===== src/hdl/assert_macros.svh =====
// assertion macros used by gnss_nav_word_encoder_unit
// no dependencies; assertions drop out when SYNTHESIS is defined
`ifndef ASSERT_MACROS_SVH
`define ASSERT_MACROS_SVH
`ifndef SYNTHESIS
`define ASSERT_ALWAYS(label, clk, rst_n, prop) \
    label: assert property (@(posedge clk) disable iff (!rst_n) prop) \
        else $error("assertion failed");
`define ASSERT_NEVER(label, clk, rst_n, cond) \
    label: assert property (@(posedge clk) disable iff (!rst_n) !(cond)) \
        else $error("forbidden condition seen");
`else
`define ASSERT_ALWAYS(label, clk, rst_n, prop)
`define ASSERT_NEVER(label, clk, rst_n, cond)
`endif
`endif


===== src/hdl/gnw_pkg.sv =====
// constants and encoding functions of the navigation word encoder
// gps lnav hamming parity, beidou d1 bch(15,11) and interleave; no dependencies
package gnw_pkg;

    localparam int WORDS_PER_SUBFRAME = 10;

    localparam logic SYS_GPS = 1'b0;
    localparam logic SYS_BDS = 1'b1;

    localparam logic [3:0] WORD_FIRST = 4'd0;
    localparam logic [3:0] WORD_TIME  = 4'd1;
    localparam logic [3:0] WORD_WEEK  = 4'd2;
    localparam logic [3:0] WORD_LAST  = 4'(WORDS_PER_SUBFRAME - 1);

    localparam logic [2:0] SUBFRAME_WEEK = 3'd0;

    localparam logic [29:0] DATA_MASK = 30'h3FFFFFC0;

    localparam logic [29:0] PARITY_MASK [6] = '{
        30'h3B1F3480, 30'h1D8F9A40, 30'h2EC7CD00,
        30'h1763E680, 30'h2BB1F340, 30'h0B7A89C0
    };

    // x^(i+4) mod x^4 + x + 1, one entry per info bit
    localparam logic [3:0] BCH_REM [11] = '{
        4'h3, 4'h6, 4'hC, 4'hB, 4'h5, 4'hA,
        4'h7, 4'hE, 4'hF, 4'hD, 4'h9
    };

    function automatic logic [29:0] gps_encode(input logic [29:0] w, input logic solve_bits,
                                               input logic [1:0] tail);
        logic [29:0] d;
        logic [29:0] r;
        logic p29;
        logic p30;
        d   = w & DATA_MASK;
        p29 = tail[1];
        p30 = tail[0];
        if (solve_bits)
        begin
            if (p30 ^ (^(PARITY_MASK[4] & d)))
                d[6] = ~d[6];
            if (p29 ^ (^(PARITY_MASK[5] & d)))
                d[7] = ~d[7];
        end
        r    = p30 ? (d ^ DATA_MASK) : d;
        r[5] = p29 ^ (^(PARITY_MASK[0] & d));
        r[4] = p30 ^ (^(PARITY_MASK[1] & d));
        r[3] = p29 ^ (^(PARITY_MASK[2] & d));
        r[2] = p30 ^ (^(PARITY_MASK[3] & d));
        r[1] = p30 ^ (^(PARITY_MASK[4] & d));
        r[0] = p29 ^ (^(PARITY_MASK[5] & d));
        return r;
    endfunction

    function automatic logic [14:0] bch15(input logic [10:0] info);
        logic [3:0] chk;
        chk = 4'h0;
        for (int i = 0; i < 11; i++)
        begin
            if (info[i])
                chk = chk ^ BCH_REM[i];
        end
        return {info, chk};
    endfunction

    function automatic logic [29:0] weave(input logic [14:0] lo, input logic [14:0] hi);
        logic [29:0] r;
        r = '0;
        for (int i = 0; i < 15; i++)
        begin
            r[2 * i]     = lo[i];
            r[2 * i + 1] = hi[i];
        end
        return r;
    endfunction

    function automatic logic [29:0] gps_insert(input logic [29:0] w, input logic [3:0] widx,
                                               input logic [2:0] sidx,
                                               input logic [19:0] tc,
                                               input logic [12:0] week);
        logic [29:0] x;
        x = w;
        if (widx == WORD_TIME)
            x[29:13] = x[29:13] | tc[16:0];
        if (sidx == SUBFRAME_WEEK && widx == WORD_WEEK)
            x[29:20] = x[29:20] | week[9:0];
        return x;
    endfunction

    function automatic logic [29:0] bds_encode(input logic [29:0] w, input logic [3:0] widx,
                                               input logic [2:0] sidx,
                                               input logic [19:0] tc,
                                               input logic [12:0] week);
        logic [29:0] x;
        logic [29:0] r;
        x = w;
        if (sidx == SUBFRAME_WEEK && widx == WORD_WEEK)
            x = {8'h00, week, w[8:0]};
        if (widx == WORD_FIRST)
            x = {x[29:12], tc[19:12], 4'h0};
        else if (widx == WORD_TIME)
            x = {8'h00, tc[11:0], x[9:0]};
        if (widx == WORD_FIRST)
            r = {x[29:15], bch15(x[14:4])};
        else
            r = weave(bch15(x[10:0]), bch15(x[21:11]));
        return r;
    endfunction

endpackage


===== src/hdl/gnss_nav_word_encoder_unit.sv =====
// Encodes one raw navigation word per transfer into its 30-bit transmitted form: GPS LNAV
// parity with D29/D30 chaining, or BeiDou D1 BCH(15,11), interleaved after the first word,
// chosen by the system bit written through cfg_we/cfg_wdata. A word passes an input
// register and an output register; it moves on to the output register whenever that
// register is empty or not stalled. A new word is taken every cycle, and the input stalls
// only while both registers hold words and the output is stalled. The only state between
// words is the two tail bits, updated in the same cycle a word moves from the input
// register into the output register. Depends on gnw_pkg and assert_macros.svh.
`include "assert_macros.svh"

module gnss_nav_word_encoder_unit
    import gnw_pkg::*;
(
    input  logic        clk,
    input  logic        rst_n,
    input  logic        cfg_we,
    input  logic        cfg_wdata,
    input  logic        in_valid,
    output logic        in_stall,
    input  logic [29:0] raw_word,
    input  logic [3:0]  word_index,
    input  logic [2:0]  subframe_index,
    input  logic [19:0] time_count,
    input  logic [12:0] week_number,
    input  logic        restart_chain,
    output logic        out_valid,
    input  logic        out_stall,
    output logic [29:0] encoded_word
);

    logic        sys_reg;
    logic        s1_valid_reg;
    logic        s1_valid_next;
    logic [29:0] s1_word_reg;
    logic [3:0]  s1_widx_reg;
    logic [2:0]  s1_sidx_reg;
    logic [19:0] s1_time_reg;
    logic [12:0] s1_week_reg;
    logic        s1_restart_reg;
    logic        out_valid_reg;
    logic        out_valid_next;
    logic [29:0] encoded_word_reg;
    logic [29:0] encoded_word_next;
    logic [1:0]  tail_reg;
    logic [1:0]  tail_next;
    logic [1:0]  tail_used;
    logic        s2_load;
    logic        in_xfer;
    logic        advance;
    logic        solve_bits;

    assign s2_load  = !out_valid_reg || !out_stall;
    assign in_stall = s1_valid_reg && !s2_load;
    assign in_xfer  = in_valid && !in_stall;
    assign advance  = s1_valid_reg && s2_load;

    assign out_valid    = out_valid_reg;
    assign encoded_word = encoded_word_reg;

    assign tail_used  = s1_restart_reg ? 2'b00 : tail_reg;
    assign solve_bits = (s1_widx_reg == WORD_TIME) || (s1_widx_reg == WORD_LAST);

    always_comb
    begin
        if (sys_reg == SYS_GPS)
            encoded_word_next = gps_encode(gps_insert(s1_word_reg, s1_widx_reg, s1_sidx_reg,
                                                      s1_time_reg, s1_week_reg),
                                           solve_bits, tail_used);
        else
            encoded_word_next = bds_encode(s1_word_reg, s1_widx_reg, s1_sidx_reg,
                                           s1_time_reg, s1_week_reg);
    end

    always_comb
    begin
        tail_next = tail_reg;
        if (advance)
        begin
            if (sys_reg == SYS_GPS)
                tail_next = encoded_word_next[1:0];
            else
                tail_next = tail_used;
        end
    end

    assign s1_valid_next  = in_xfer || (s1_valid_reg && !s2_load);
    assign out_valid_next = advance || (out_valid_reg && out_stall);

    always_ff @(posedge clk or negedge rst_n)
    begin
        if (!rst_n)
        begin
            sys_reg       <= SYS_GPS;
            s1_valid_reg  <= 1'b0;
            out_valid_reg <= 1'b0;
            tail_reg      <= 2'b00;
        end
        else
        begin
            if (cfg_we)
                sys_reg <= cfg_wdata;
            s1_valid_reg  <= s1_valid_next;
            out_valid_reg <= out_valid_next;
            tail_reg      <= tail_next;
        end
    end

    always_ff @(posedge clk)
    begin
        if (in_xfer)
        begin
            s1_word_reg    <= raw_word;
            s1_widx_reg    <= word_index;
            s1_sidx_reg    <= subframe_index;
            s1_time_reg    <= time_count;
            s1_week_reg    <= week_number;
            s1_restart_reg <= restart_chain;
        end
        if (advance)
            encoded_word_reg <= encoded_word_next;
    end

    `ASSERT_ALWAYS(a_stall_needs_word, clk, rst_n, in_stall |-> s1_valid_reg)
    `ASSERT_ALWAYS(a_gps_tail_follows, clk, rst_n, (advance && sys_reg == SYS_GPS) |=> (tail_reg == encoded_word_reg[1:0]))
    `ASSERT_ALWAYS(a_bds_tail_holds, clk, rst_n, (advance && sys_reg == SYS_BDS && !s1_restart_reg) |=> $stable(tail_reg))
    `ASSERT_ALWAYS(a_out_from_stage, clk, rst_n, $rose(out_valid_reg) |-> $past(s1_valid_reg))

endmodule

===== config.mk =====
export PLATFORM = sky130hd
export DESIGN_NAME = gnss_nav_word_encoder_unit
export DESIGN_NICKNAME = d
export VERILOG_FILES = /design/src/hdl/gnw_pkg.sv /design/src/hdl/gnss_nav_word_encoder_unit.sv
export VERILOG_INCLUDE_DIRS = /design/src /design/src/hdl
export SDC_FILE = /design/constraint.sdc
export NUM_CORES = 1
export LEC_CHECK = 0
export BUFFER_PORTS_ARGS = -buffer_cell sky130_fd_sc_hd__buf_2
export CELL_PAD_IN_SITES_DETAIL_PLACEMENT = 0
export CELL_PAD_IN_SITES_GLOBAL_PLACEMENT = 1
export CORE_ASPECT_RATIO = 1.75
export CORE_MARGIN = 5
export CORE_UTILIZATION = 30
export CTS_BUF_LIST = sky130_fd_sc_hd__clkbuf_8
export DETAILED_ROUTE_END_ITERATION = 12
export PLACE_DENSITY = 0.62
export SYNTH_ARGS = -nofsm -noshare
export SYNTH_HDL_FRONTEND = slang
export SYNTH_SLANG_ARGS = --single-unit

===== constraint.sdc =====
create_clock -name clk -period 3.6 [get_ports clk]
set_clock_uncertainty 0.05 [all_clocks]
set_input_delay 0.72 -clock clk [delete_from_list [all_inputs] [get_ports clk]]
set_output_delay 0.72 -clock clk [all_outputs]
set_load 0.05 [all_outputs]

==> flow_summary_export.csv <==
group,metric,value,unit
synth,yosys.area_share.adder,0,%
clocking,cts_max_path_buffers,2,
grt,grt_first_pass_wirelength,26700,um
clocking,clock-sinks,106,
worst_setup_path,cp_max_fo,13,
drt,drtIter0Drc,134,
final_layout,final_util,36.4,%
synth,yosys-top-cells-area,"edfxtp_1, xnor2_1, xor2_1",
synth,async_reset_ff_share,4.72,%
timing,fmax,0.292,GHz
synth,synth_nets,571,
worst_hold_path,hp-class,"in2async",
synth,synth_compound_area_share,12.6,%
grt,track_usage,16.3,%
synth,synth_top_cell_by_area,"edfxtp_1",
synth,synth.distinct_cells,55,
final_layout,antenna_cells,0,
synth,synthDominantCellAreaShare,52.3,%
drt,ant_nets,0,
power,peakVddDrop,196,uV
placed_design,post-place-ws,0.0996,ns
power,leakagePower,0.00262,uW
drt,routedWlPerCell,20.6,um
timing,worst_pin_slew,0.624,ns
synth,synth_mux_area_share,1.19,%
drt,vias,4177,
clocking,hold_buffers,0,
timing,max_slew_margin,58.4,%
final_layout,layout.nets,688,
timing,fin_crit_sh,95.1,%
clocking,cts_buffers,9,
worst_setup_path,worstSetupStartpointType,"flop",
final_layout,area_delta_synth_final,20.0,%
synth,synth-main-ff-cell,"edfxtp_1",
grt,overflow,0,
worst_setup_path,cp-end-kind,"flop",
timing,final.min_clock_period,3.42,ns
timing,worst_slack,0.176,ns
clocking,cts_setup_buffers,0,
synth,synthSimpleGateAreaFrac,9.46,%
worst_setup_path,reg2reg_to,"encoded_word[2]$_DFFE_PP_",
run,max-cap-violations,0,
die,rows,67,
drt,wirelength,17600,um
power,power.density,536,nW/um^2
synth,synth_area,5790,sq um
worst_setup_path,critPathRequiredTime,3.67,ns
final_layout,drive_above_1_share,26.4,%
synth,synth_edf_count,101,
die,die_x,115,um
worst_setup_path,r2r_start,"s1_sidx_reg[1]$_DFFE_PP_",
timing,fin_setup_tns,0,ns
timing,slew_viol_final,0,
die,dieArea,22300,sq um
drt,firstDrtPassIters,4,
placed_design,place_area,6740,sq um
clocking,cts_tree,"done",
grt,grt_max_degree,72,
timing,hold_violations,0,
worst_setup_path,criticalPathCategory,"reg2reg",
timing,rsz0062_at_grt,"false",
clocking,cts-root-buf,"clkbuf_8",
clocking,clk_latency,0.38,ns
synth,synthCells,494,
synth,synth-xor-area-share,19.8,%
placed_design,port_buffers,108,
placed_design,place_congestion,0.896,
grt,grt_pass1_vias,4530,
final_layout,final_cell_area,6950,sq um
synth,synth-seq-cells,106,
synth,synth_top_family_by_area,"XOR/XNOR gates",
synth,ys_warn_count,0,
timing,setup_viol,0,
grt,antenna_found_initial,0,
worst_setup_path,r2r_cells,10,
drt,vias_per_cell,4.89,
clocking,cts_max_level,3,
status,outcome,"finished clean",
die,ios,109,
worst_setup_path,r2r_slack,0.18,ns
die,initial_utilization,30.3,%
synth,ys_seq_area_share,54.5,%
die,coreArea,19100,sq um
die,die_h,194,um
drt,drc,0,
placed_design,place_hpwl,14400,um
synth,avgSynthCellArea,11.7,sq um
clocking,clk_pin_slew,0.09,ns
worst_setup_path,arrival,3.49,ns
==> per-layer routing <==
layer	wire length (um)	global-route usage, %
met5	0	0
met4	1050	10.1
met3	743	2.47
met2	9810	30.2
met1	6010	16.4
==> cell families (layout without fill, tap and decap cells) <==
logic type / count (synthesis) / after routing
AO/OA/AOI/OAI: 112 / 112
XOR/XNOR: 123 / 123
buffers and inverters: 31 / 151
flip-flops: 106 / 106
multiplexers: 6 / 6
AND/OR/NAND/NOR: 116 / 116
==> stage by stage <==
step	power [uW]	instances	hold slack (ns)
after floorplan	2650	494	0.374
after detailed placement	3020	841	0.428
after global placement	3010	841	0.428
after CTS	3790	855	0.0657
after global routing	3930	855	0.0795
final	3720	855	0.0932
==> where the power goes <==
part | leakage, uW | internal, uW | switching (uW)
registers | 0.00103 | 1530 | 89.3
logic | 0.00149 | 543 | 813
clock network | 0.000104 | 378 | 368
==> cell usage after synthesis (all sizes together), types with 3 or more instances <==
cell type / instances
xnor2: 74
dfrtp: 5
a221o: 3
a31oi: 17
o211ai: 13
o22ai: 3
a22o: 5
nand3: 11
nand2: 48
nand2b: 3
buf: 8
edfxtp: 101
o21ai: 26
nor2: 38
mux2i: 5
a21oi: 31
clkbuf: 18
and2: 3
xnor3: 3
inv: 5
xor2: 44
==> area by class of cell <==
| cell class | instances | area, sq um |
|---|---|---|
| Clock buffer | 9 | 124 |
| Clock inverter | 5 | 72.6 |
| Fill cell | 1958 | 12200 |
| Inverter | 5 | 18.8 |
| Multi-Input combinational cell | 357 | 2520 |
| Sequential cell | 106 | 3160 |
| Tap cell | 241 | 302 |
| Timing Repair Buffer | 132 | 758 |
==> layout by cell type, fill, tap and decap left out, types with 2 or more instances in the layout <==
master / count
xor2_1: 44
dfrtp_1: 5
o31ai_1: 2
a31oi_1: 14
a31oi_2: 3
and2_1: 2
buf_4: 21
o22ai_1: 3
mux2i_1: 4
edfxtp_1: 101
o211ai_1: 13
xnor3_1: 3
a21oi_1: 29
clkbuf_8: 9
or4b_1: 2
inv_1: 6
nor2_1: 37
nand2_1: 48
o21ai_0: 23
a221o_1: 3
a21o_1: 2
o21ai_2: 2
xor3_1: 2
nand2b_1: 3
bufinv_16: 2
nor4b_4: 2
a22o_1: 5
buf_2: 108
a21oi_2: 2
nand3_1: 11
buf_12: 3
xnor2_1: 74
==> critical path, cell delays in order (launching register included) <==
cell and delay (ns):
edfxtp_1 0.43, or4b_1 0.64, nor2_2 0.17, buf_12 0.16
a221o_1 0.24, xnor2_1 0.12, xnor2_1 0.34, xor3_1 0.41
mux2i_2 0.28, xnor2_1 0.21, o22ai_1 0.11
==> repair_timing <==
action | 4_1_cts | 5_1_grt
gates resized for setup | 0 | 2
hold endpoints to repair | 0 | 0
setup endpoints to repair | 0 | 3
==> worst max path at each step <==
stage | startpoint | end | slack (ns) | depth (start not counted)
after floorplan | s1_widx_reg[1]$_DFFE_PP_ | encoded_word[6]$_DFFE_PP_ | 0.47 | 10
after global placement | s1_sidx_reg[1]$_DFFE_PP_ | encoded_word[4]$_DFFE_PP_ | 0.08 | 10
after detailed placement | s1_sidx_reg[1]$_DFFE_PP_ | encoded_word[4]$_DFFE_PP_ | 0.1 | 10
after CTS | s1_sidx_reg[1]$_DFFE_PP_ | encoded_word[4]$_DFFE_PP_ | 0.08 | 10
after global routing | s1_sidx_reg[1]$_DFFE_PP_ | encoded_word[2]$_DFFE_PP_ | 0.03 | 10
final | s1_sidx_reg[1]$_DFFE_PP_ | encoded_word[2]$_DFFE_PP_ | 0.18 | 10
Power figures use the tool's default switching activity.
